===== config.mk =====
export PLATFORM = sky130hd
export DESIGN_NAME = timed_neighbor_selector_table_core_flat
export DESIGN_NICKNAME = d
export VERILOG_FILES = /design/src/design/tnst_pkg.sv /design/src/design/tnst_if.sv /design/src/design/timed_neighbor_selector_table_core.sv /design/src/flat_wrapper.sv
export SDC_FILE = /design/constraint.sdc
export NUM_CORES = 1
export LEC_CHECK = 0
export ABC_AREA = 1
export BUFFER_PORTS_ARGS = -buffer_cell sky130_fd_sc_hd__buf_2
export CORE_MARGIN = 2
export CORE_UTILIZATION = 58
export CTS_CLUSTER_DIAMETER = 40
export DETAILED_ROUTE_END_ITERATION = 16
export PLACE_DENSITY_LB_ADDON = 0.3
export SLEW_MARGIN = 40
export SYNTH_ARGS = -nofsm -noshare
export SYNTH_HDL_FRONTEND = slang
export SYNTH_SLANG_ARGS = --single-unit

===== constraint.sdc =====
create_clock -name clk_i -period 10.8 [get_ports clk_i]
set_clock_uncertainty 0.15 [all_clocks]
set_input_delay 3.24 -clock clk_i [delete_from_list [all_inputs] [get_ports clk_i]]
set_output_delay 3.24 -clock clk_i [all_outputs]
set_load 0.01 [all_outputs]

===== src/design/tnst_pkg.sv =====
// ----------------------------------------------------------------------------
// tnst_pkg: shared types and constants for the neighbor table
// Table geometry, operation and status codes, sequencer states and the
// wrap-aware time compare.
// ----------------------------------------------------------------------------
package tnst_pkg;

  localparam int TABLE_DEPTH = 16;
  localparam int TIME_BITS   = 32;
  localparam int ADDR_BITS   = 32;
  localparam int HOLD_BITS   = 32;
  localparam int STATUS_BITS = 3;
  localparam int IDX_BITS    = (TABLE_DEPTH > 1) ? $clog2(TABLE_DEPTH) : 1;

  localparam logic [HOLD_BITS-1:0] HOLD_RESET = HOLD_BITS'(6);

  // request operations
  typedef enum logic [1:0] {
    OP_ADVERTISE = 2'd0,
    OP_EXPIRE    = 2'd1,
    OP_DELETE    = 2'd2,
    OP_RESERVED  = 2'd3
  } opcode_e;

  // result status codes
  typedef enum logic [STATUS_BITS-1:0] {
    STAT_INSERTED     = 3'd0,
    STAT_REFRESHED    = 3'd1,
    STAT_DROPPED      = 3'd2,
    STAT_DELETED      = 3'd3,
    STAT_NOT_FOUND    = 3'd4,
    STAT_EXPIRED      = 3'd5,
    STAT_NONE_EXPIRED = 3'd6
  } status_e;

  // sequencer states, one-hot
  typedef enum logic [2:0] {
    ST_IDLE   = 3'b001,
    ST_SCAN   = 3'b010,
    ST_FINISH = 3'b100
  } state_e;

  // expiry lies before now when the wrapped difference is negative
  function automatic logic is_before(input logic [TIME_BITS-1:0] expiry,
                                     input logic [TIME_BITS-1:0] now);
    logic [TIME_BITS-1:0] diff;
    diff = expiry - now;
    return diff[TIME_BITS-1];
  endfunction

endpackage


===== src/design/tnst_if.sv =====
// ----------------------------------------------------------------------------
// tnst_if: request and result channels of the neighbor table
// Valid/ready channels; a request moves at an edge with valid and ready high.
// ----------------------------------------------------------------------------
interface tnst_req_if import tnst_pkg::*; ();
  logic                 valid;
  logic                 ready;
  logic [1:0]           opcode;
  logic [ADDR_BITS-1:0] neighbor_address;
  logic [TIME_BITS-1:0] now_time;

  modport source (output valid, output opcode, output neighbor_address,
                  output now_time, input ready);
  modport sink   (input valid, input opcode, input neighbor_address,
                  input now_time, output ready);
endinterface

interface tnst_rsp_if import tnst_pkg::*; ();
  logic                   valid;
  logic                   ready;
  logic [ADDR_BITS-1:0]   result_address;
  logic [STATUS_BITS-1:0] status;
  logic                   set_changed;
  logic                   last;

  modport source (output valid, output result_address, output status,
                  output set_changed, output last, input ready);
  modport sink   (input valid, input result_address, input status,
                  input set_changed, input last, output ready);
endinterface


===== src/design/timed_neighbor_selector_table_core.sv =====
// A request runs a scan state, one entry per cycle through the shared compare
//   unit while not stalled, then a finish state that registers its last result.
// The block takes no new request until it is idle again; an expire stalls its
//   scan while it finds a further expired entry and the output register holds
//   a result that has not been taken, and the finish state waits until the
//   output register is free. Opcode 3 is accepted and gives no result.
// Reset: table empty, hold_time 6; no clearing pass is needed.
// ----------------------------------------------------------------------------
// timed_neighbor_selector_table_core: aging neighbor address table
// Advertise, expire and delete requests against a 16-entry table, each
// resolved by a sequential scan through one address/time compare unit.
// ----------------------------------------------------------------------------
module timed_neighbor_selector_table_core import tnst_pkg::*; (
  input  logic                 clk_i,
  input  logic                 rst_ni,
  input  logic                 cfg_we_i,
  input  logic [HOLD_BITS-1:0] cfg_wdata_i,
  tnst_req_if.sink             req,
  tnst_rsp_if.source           rsp
);

  // sequencer and request registers
  state_e                 state_q, state_d;
  logic [IDX_BITS-1:0]    idx_q, idx_d;
  opcode_e                op_q, op_d;
  logic [ADDR_BITS-1:0]   addr_q, addr_d;
  logic [TIME_BITS-1:0]   now_q, now_d;
  logic [TIME_BITS-1:0]   expiry_q, expiry_d;
  logic [HOLD_BITS-1:0]   hold_q;

  // scan findings
  logic                   hit_q, hit_d;
  logic [IDX_BITS-1:0]    hit_idx_q, hit_idx_d;
  logic                   free_q, free_d;
  logic [IDX_BITS-1:0]    free_idx_q, free_idx_d;
  logic                   pend_q, pend_d;
  logic [ADDR_BITS-1:0]   pend_addr_q, pend_addr_d;

  // table storage
  logic [TABLE_DEPTH-1:0] valid_q, valid_d;
  logic [ADDR_BITS-1:0]   addr_mem [TABLE_DEPTH];
  logic [TIME_BITS-1:0]   exp_mem  [TABLE_DEPTH];
  logic                   mem_we;
  logic [IDX_BITS-1:0]    mem_widx;

  // output register
  logic                   out_valid_q, out_valid_d;
  logic [ADDR_BITS-1:0]   out_addr_q, out_addr_d;
  status_e                out_status_q, out_status_d;
  logic                   out_changed_q, out_changed_d;
  logic                   out_last_q, out_last_d;

  logic                   out_free;
  logic                   scan_match;
  logic                   scan_free;
  logic                   scan_stall;

  assign req.ready          = (state_q == ST_IDLE);
  assign rsp.valid          = out_valid_q;
  assign rsp.result_address = out_addr_q;
  assign rsp.status         = out_status_q;
  assign rsp.set_changed    = out_changed_q;
  assign rsp.last           = out_last_q;

  assign out_free = !out_valid_q || rsp.ready;

  // shared compare unit: expiry check for expire, address match otherwise
  always_comb begin
    if (op_q == OP_EXPIRE) begin
      scan_match = valid_q[idx_q] && is_before(exp_mem[idx_q], now_q);
    end else begin
      scan_match = valid_q[idx_q] && (addr_mem[idx_q] == addr_q);
    end
    scan_free  = !valid_q[idx_q];
    scan_stall = (op_q == OP_EXPIRE) && scan_match && pend_q && !out_free;
  end

  // sequencer
  always_comb begin
    state_d       = state_q;
    idx_d         = idx_q;
    op_d          = op_q;
    addr_d        = addr_q;
    now_d         = now_q;
    expiry_d      = expiry_q;
    hit_d         = hit_q;
    hit_idx_d     = hit_idx_q;
    free_d        = free_q;
    free_idx_d    = free_idx_q;
    pend_d        = pend_q;
    pend_addr_d   = pend_addr_q;
    valid_d       = valid_q;
    mem_we        = 1'b0;
    mem_widx      = hit_idx_q;
    out_valid_d   = out_valid_q && !rsp.ready;
    out_addr_d    = out_addr_q;
    out_status_d  = out_status_q;
    out_changed_d = out_changed_q;
    out_last_d    = out_last_q;

    case (state_q)
      ST_IDLE: begin
        if (req.valid) begin
          op_d     = opcode_e'(req.opcode);
          addr_d   = req.neighbor_address;
          now_d    = req.now_time;
          expiry_d = TIME_BITS'(req.now_time + hold_q);
          idx_d    = '0;
          hit_d    = 1'b0;
          free_d   = 1'b0;
          pend_d   = 1'b0;
          if (opcode_e'(req.opcode) != OP_RESERVED) begin
            state_d = ST_SCAN;
          end
        end
      end

      ST_SCAN: begin
        if (!scan_stall) begin
          if (op_q == OP_EXPIRE) begin
            // hold each expired address until the next one shows it is not last
            if (scan_match) begin
              valid_d[idx_q] = 1'b0;
              if (pend_q) begin
                out_valid_d   = 1'b1;
                out_addr_d    = pend_addr_q;
                out_status_d  = STAT_EXPIRED;
                out_changed_d = 1'b1;
                out_last_d    = 1'b0;
              end
              pend_d      = 1'b1;
              pend_addr_d = addr_mem[idx_q];
            end
          end else begin
            if (scan_match && !hit_q) begin
              hit_d     = 1'b1;
              hit_idx_d = idx_q;
            end
            if (scan_free && !free_q) begin
              free_d     = 1'b1;
              free_idx_d = idx_q;
            end
          end
          idx_d = idx_q + 1'b1;
          if (idx_q == IDX_BITS'(TABLE_DEPTH - 1)) begin
            state_d = ST_FINISH;
          end
        end
      end

      ST_FINISH: begin
        if (out_free) begin
          state_d       = ST_IDLE;
          out_valid_d   = 1'b1;
          out_addr_d    = addr_q;
          out_last_d    = 1'b1;
          out_changed_d = 1'b0;
          case (op_q)
            OP_EXPIRE: begin
              if (pend_q) begin
                out_addr_d    = pend_addr_q;
                out_status_d  = STAT_EXPIRED;
                out_changed_d = 1'b1;
              end else begin
                out_addr_d   = '0;
                out_status_d = STAT_NONE_EXPIRED;
              end
              pend_d = 1'b0;
            end
            OP_ADVERTISE: begin
              if (hit_q) begin
                mem_we       = 1'b1;
                mem_widx     = hit_idx_q;
                out_status_d = STAT_REFRESHED;
              end else if (free_q) begin
                mem_we            = 1'b1;
                mem_widx          = free_idx_q;
                valid_d[free_idx_q] = 1'b1;
                out_status_d      = STAT_INSERTED;
                out_changed_d     = 1'b1;
              end else begin
                out_status_d = STAT_DROPPED;
              end
            end
            OP_DELETE: begin
              if (hit_q) begin
                valid_d[hit_idx_q] = 1'b0;
                out_status_d       = STAT_DELETED;
                out_changed_d      = 1'b1;
              end else begin
                out_status_d = STAT_NOT_FOUND;
              end
            end
            default: begin
              out_valid_d = out_valid_q && !rsp.ready;
            end
          endcase
        end
      end

      default: begin
        state_d = ST_IDLE;
      end
    endcase
  end

  // control registers
  always_ff @(posedge clk_i or negedge rst_ni) begin
    if (!rst_ni) begin
      state_q     <= ST_IDLE;
      idx_q       <= '0;
      hit_q       <= 1'b0;
      free_q      <= 1'b0;
      pend_q      <= 1'b0;
      valid_q     <= '0;
      out_valid_q <= 1'b0;
      hold_q      <= HOLD_RESET;
    end else begin
      state_q     <= state_d;
      idx_q       <= idx_d;
      hit_q       <= hit_d;
      free_q      <= free_d;
      pend_q      <= pend_d;
      valid_q     <= valid_d;
      out_valid_q <= out_valid_d;
      if (cfg_we_i) begin
        hold_q <= cfg_wdata_i;
      end
    end
  end

  // payload registers
  always_ff @(posedge clk_i) begin
    op_q          <= op_d;
    addr_q        <= addr_d;
    now_q         <= now_d;
    expiry_q      <= expiry_d;
    hit_idx_q     <= hit_idx_d;
    free_idx_q    <= free_idx_d;
    pend_addr_q   <= pend_addr_d;
    out_addr_q    <= out_addr_d;
    out_status_q  <= out_status_d;
    out_changed_q <= out_changed_d;
    out_last_q    <= out_last_d;
  end

  // table entry write: insert or refresh
  always_ff @(posedge clk_i) begin
    if (mem_we) begin
      addr_mem[mem_widx] <= addr_q;
      exp_mem[mem_widx]  <= expiry_q;
    end
  end

  // checks
  a_start_scan: assert property (@(posedge clk_i) disable iff (!rst_ni)
    req.valid && req.ready && (req.opcode != OP_RESERVED) |=> state_q == ST_SCAN)
    else $error("accepted request did not start a scan");

  a_scan_from_zero: assert property (@(posedge clk_i) disable iff (!rst_ni)
    $rose(state_q == ST_SCAN) |-> idx_q == '0)
    else $error("scan did not start at entry zero");

  a_finish_done: assert property (@(posedge clk_i) disable iff (!rst_ni)
    (state_q == ST_FINISH) && out_free |=> (state_q == ST_IDLE) && out_valid_q && out_last_q)
    else $error("finish did not deliver a last result");

  a_pend_expire: assert property (@(posedge clk_i) disable iff (!rst_ni)
    pend_q && (state_q != ST_IDLE) |-> op_q == OP_EXPIRE)
    else $error("pending expired address outside an expire");

endmodule


===== src/flat_wrapper.sv =====
// flat-port wrapper written by rule: the top's interface ports become plain ports
module timed_neighbor_selector_table_core_flat import tnst_pkg::*;
  (clk_i, rst_ni, cfg_we_i, cfg_wdata_i, req_valid, req_opcode, req_neighbor_address, req_now_time, req_ready, rsp_valid, rsp_result_address, rsp_status, rsp_set_changed, rsp_last, rsp_ready);
  tnst_req_if req_i ();
  tnst_rsp_if rsp_i ();
  input  logic clk_i;
  input  logic rst_ni;
  input  logic cfg_we_i;
  input  logic [HOLD_BITS-1:0] cfg_wdata_i;
  input wire logic [$bits(req_i.valid)-1:0] req_valid;
  input wire logic [$bits(req_i.opcode)-1:0] req_opcode;
  input wire logic [$bits(req_i.neighbor_address)-1:0] req_neighbor_address;
  input wire logic [$bits(req_i.now_time)-1:0] req_now_time;
  output wire logic [$bits(req_i.ready)-1:0] req_ready;
  output wire logic [$bits(rsp_i.valid)-1:0] rsp_valid;
  output wire logic [$bits(rsp_i.result_address)-1:0] rsp_result_address;
  output wire logic [$bits(rsp_i.status)-1:0] rsp_status;
  output wire logic [$bits(rsp_i.set_changed)-1:0] rsp_set_changed;
  output wire logic [$bits(rsp_i.last)-1:0] rsp_last;
  input wire logic [$bits(rsp_i.ready)-1:0] rsp_ready;
  assign req_i.valid = req_valid;
  assign req_i.opcode = req_opcode;
  assign req_i.neighbor_address = req_neighbor_address;
  assign req_i.now_time = req_now_time;
  assign req_ready = req_i.ready;
  assign rsp_valid = rsp_i.valid;
  assign rsp_result_address = rsp_i.result_address;
  assign rsp_status = rsp_i.status;
  assign rsp_set_changed = rsp_i.set_changed;
  assign rsp_last = rsp_i.last;
  assign rsp_i.ready = rsp_ready;
  timed_neighbor_selector_table_core u_core (.clk_i(clk_i), .rst_ni(rst_ni), .cfg_we_i(cfg_we_i), .cfg_wdata_i(cfg_wdata_i), .req(req_i), .rsp(rsp_i));
endmodule

==> out/results.txt <==
# rows = 111
router iterations before antenna repair = 6
number of global-route vias before repair = 34274
outcome = completed
Netlist Area Pre-Place = 53300 um^2
Final #Nets = 5005
cell at the slowest stage of the critical path = dfrtp_4
Hold Crit Depth = 1
Buf/Inv on CP = 4
Slowest Stage Delay on Critical Path = 0.75 ns
RSZ-0062 raised after global routing = false
GP Congestion = 0.926
Synth Net Count = 4871
ys flop type = edfxtp_1
reg2reg end = u_core.pend_addr_q[1]
Hold Startpoint = u_core.hold_q[14]
Worst Hold End = u_core.hold_q[14]
Port Buffers = 141
Final Core Density = 65.9%
CTS root buffer = clkbuf_16
worst r2r src = u_core.idx_q[1]
post-synth top area share = 67.6%
critical path class = reg2reg
cells on worst reg2reg path = 21
worst-margin pin slew = 0.879 ns
worst-path cell chain = inv_8, buf_6, o21ai_0, o22ai_1, nand2_1, nand4_1, ha_1, nand4_1, a31oi_1, a2111oi_0, nand2_1, nand2_1, nand2_1, nand2_1, nand3_2, nand4_2, nand2_1, nor2_1, nand2_1, clkinv_1, buf_4
Netlist cell types = 46
Clock Sinks = 1258
ratio of cells with drive above 1 in the final layout = 10.4%
initial antenna violation count = 1
I/O Pins = 142
post-detail-place hpwl = 72400 um
count leader, synth = edfxtp_1
post-synthesis instance total = 4698
post-CTS sizing = 0
Synth area leader = edfxtp_1
pins over their slew limit = 0
area of the core = 91400 um^2
total routed wirelength = 131000 um
CTS Hold Bufs = 0
final instance area = 60300 um^2
pwr/cell area = 244 nW/um^2
Global Route Usage Sum = 27.8%
Top cell by count, worst path = nand2_1
Max clock buf depth = 3
DIE AREA = 94300 um^2
first-pass GRT wire length = 198000 um
routed length per instance = 21.3 um
ANT nets after route = 0
Max FO, Critical Path = 103
Initial DRC Count = 4261
Worst-Skew Late Latency = 0.77 ns
H-tree Lvls = 4
largest net degree at the start of global routing = 201
Final Hold Violating Endpoints = 0
number of maximum-capacitance violations = 0
Mean Syn Cell Area = 11.3 um^2
register bit total from synthesis = 1258
WP data required = 11.02 ns
top post-synthesis cells by area = edfxtp_1 68%, nand2_1 7.9%, o21ai_0 4.6%
nature of the critical path endpoint = register
GR Overflow Total = 0
Die Wd = 307 um
Synth-to-Final Area Change = 13.1%
peak supply drop = 0.202 mV
Post-CTS Setup Inserts = 0
Die H = 307 um
Slew Limit Headroom = 41.4%
Worst Hold Class = reg2reg
# diodes = 0
min cycle time layout = 6.37 ns
CP top delay family = buffers and inverters
Tot Pwr = 14700 uW
Final setup viols = 0
max frequency = 0.157 GHz
Starting Density = 58.3%
total number of vias = 35517
CTS clk-pin slew, worst paths = 0.05 ns
r2r setup slk = 4.43 ns
Syn. warnings = 0
Worst EP arrival = 6.59 ns
part of the cycle the worst path needs = 59.0%
Via density = 5.79
placed inst area = 55300 um^2
fill count = 6508
CTS tree = done
ys async rst share = 4.69%
startpoint types = register
leakage dissipation = 0.0232 uW
Remaining DRCs = 0
TNS Setup = 0 ns
TritonCTS buffer count = 149
Seq/Total Area, Yosys = 70.3%
Post-synth EDFFs = 1199
synth cell count leaders = 1199 x edfxtp_1, 1128 x nand2_1, 520 x nor2_1
[stage by stage]
stage / cells / setup WS (ns) / hold WS (ns)
2_1_floorplan: 4698 / 2.72 / 0.326
3_3_place_gp: 5855 / 3.75 / 0.344
3_5_place_dp: 5866 / 3.72 / 0.351
4_1_cts: 6138 / 4.53 / 0.363
5_1_grt: 6139 / 4.27 / 0.372
6_report: 6139 / 4.43 / 0.358
[kinds of logic (layout without fill, tap and decap cells)]
group                    count (synthesis)  count (layout)  synth area share [%]
flip-flops                            1258            1258                  70.3
adder cells (fa/ha/maj)                 70              70                  1.66
AND/OR/NAND/NOR                       1855            1855                  13.8
AO/OA/AOI/OAI                          787             787                  8.01
buffers and inverters                  664             919                  5.04
multiplexers                            31              31                 0.655
XOR/XNOR                                33              33                 0.542
[placed cells by master (no fill, tap or decap), types with 5 or more instances in the layout]
master / Yosys / final
a21oi_1: 74 / 74
nor3_1: 7 / 6
nand2_1: 1128 / 1128
nor2_4: 0 / 20
dfrtp_1: 56 / 54
buf_8: 0 / 6
o211ai_1: 22 / 22
buf_2: 71 / 141
a31oi_1: 11 / 11
edfxtp_1: 1199 / 1199
inv_1: 435 / 432
nor2_2: 11 / 11
clkinvlp_4: 0 / 12
inv_6: 0 / 18
nand4_1: 37 / 37
clkinv_2: 0 / 12
bufinv_16: 0 / 12
clkinv_1: 1 / 23
o21bai_1: 19 / 19
ha_1: 69 / 69
nor2_1: 520 / 500
o21ai_1: 33 / 33
buf_6: 9 / 13
clkinv_4: 0 / 6
inv_8: 0 / 5
o21ai_0: 486 / 486
nand3_1: 144 / 144
xnor2_1: 12 / 12
a21boi_0: 7 / 7
xor2_1: 21 / 21
buf_4: 9 / 42
clkbuf_16: 0 / 155
mux2_2: 31 / 31
clkbuf_1: 123 / 26
o22ai_1: 124 / 124
[worst max-delay path by stage]
stage	cells past startpoint	end	start	slack (ns)
finish	21	u_core.pend_addr_q[1]	u_core.idx_q[1]	4.43
global route	16	u_core.expiry_q[28]	req_now_time[0]	4.27
CTS	16	u_core.expiry_q[28]	req_now_time[0]	4.53
detailed placement	16	u_core.expiry_q[28]	req_now_time[0]	3.72
global placement	16	u_core.expiry_q[30]	req_now_time[0]	3.75
floorplan	2	u_core.addr_q[0]	req_valid	2.72
[metal layers]
metal | wire (um) | track usage [%]
met1 | 50800 | 36.9
met2 | 63100 | 45.6
met3 | 12300 | 4.83
met4 | 4750 | 11.7
met5 | 0 | 0
[state kept, by name, indices dropped and copies added (netlist names)]
register / flops
u_core.addr_mem: 512
u_core.addr_q: 32
u_core.exp_mem: 512
u_core.expiry_q: 32
u_core.free_idx_q: 4
u_core.free_q: 1
u_core.hit_idx_q: 4
u_core.hit_q: 1
u_core.hold_q: 32
u_core.idx_q: 4
u_core.now_q: 32
u_core.op_q: 2
u_core.pend_addr_q: 32
u_core.pend_q: 1
u_core.rsp.last: 1
u_core.rsp.result_address: 32
u_core.rsp.set_changed: 1
u_core.rsp.status: 3
u_core.rsp.valid: 1
u_core.state_q: 3
u_core.valid_q: 16
[report_power, final]
group / switching [uW] / internal (uW) / leakage (uW) / total [uW]
Sequential: 333 / 5810 / 0.0115 / 6140
Clock: 2000 / 2970 / 0.00237 / 4960
Combinational: 2520 / 1070 / 0.00935 / 3590
Total: 4850 / 9840 / 0.0232 / 14700
[cell type report]
class	instances	area, um^2	area share [%]
clock buffers	185	4030	6.69
inverters	439	1670	2.78
flip-flops and latches	1258	37500	62.2
well taps	1186	1480	2.46
clock inverters	87	900	1.49
multi-input cells	2776	13300	22.0
repair buffers	208	1410	2.34
Power figures use the tool's default switching activity.
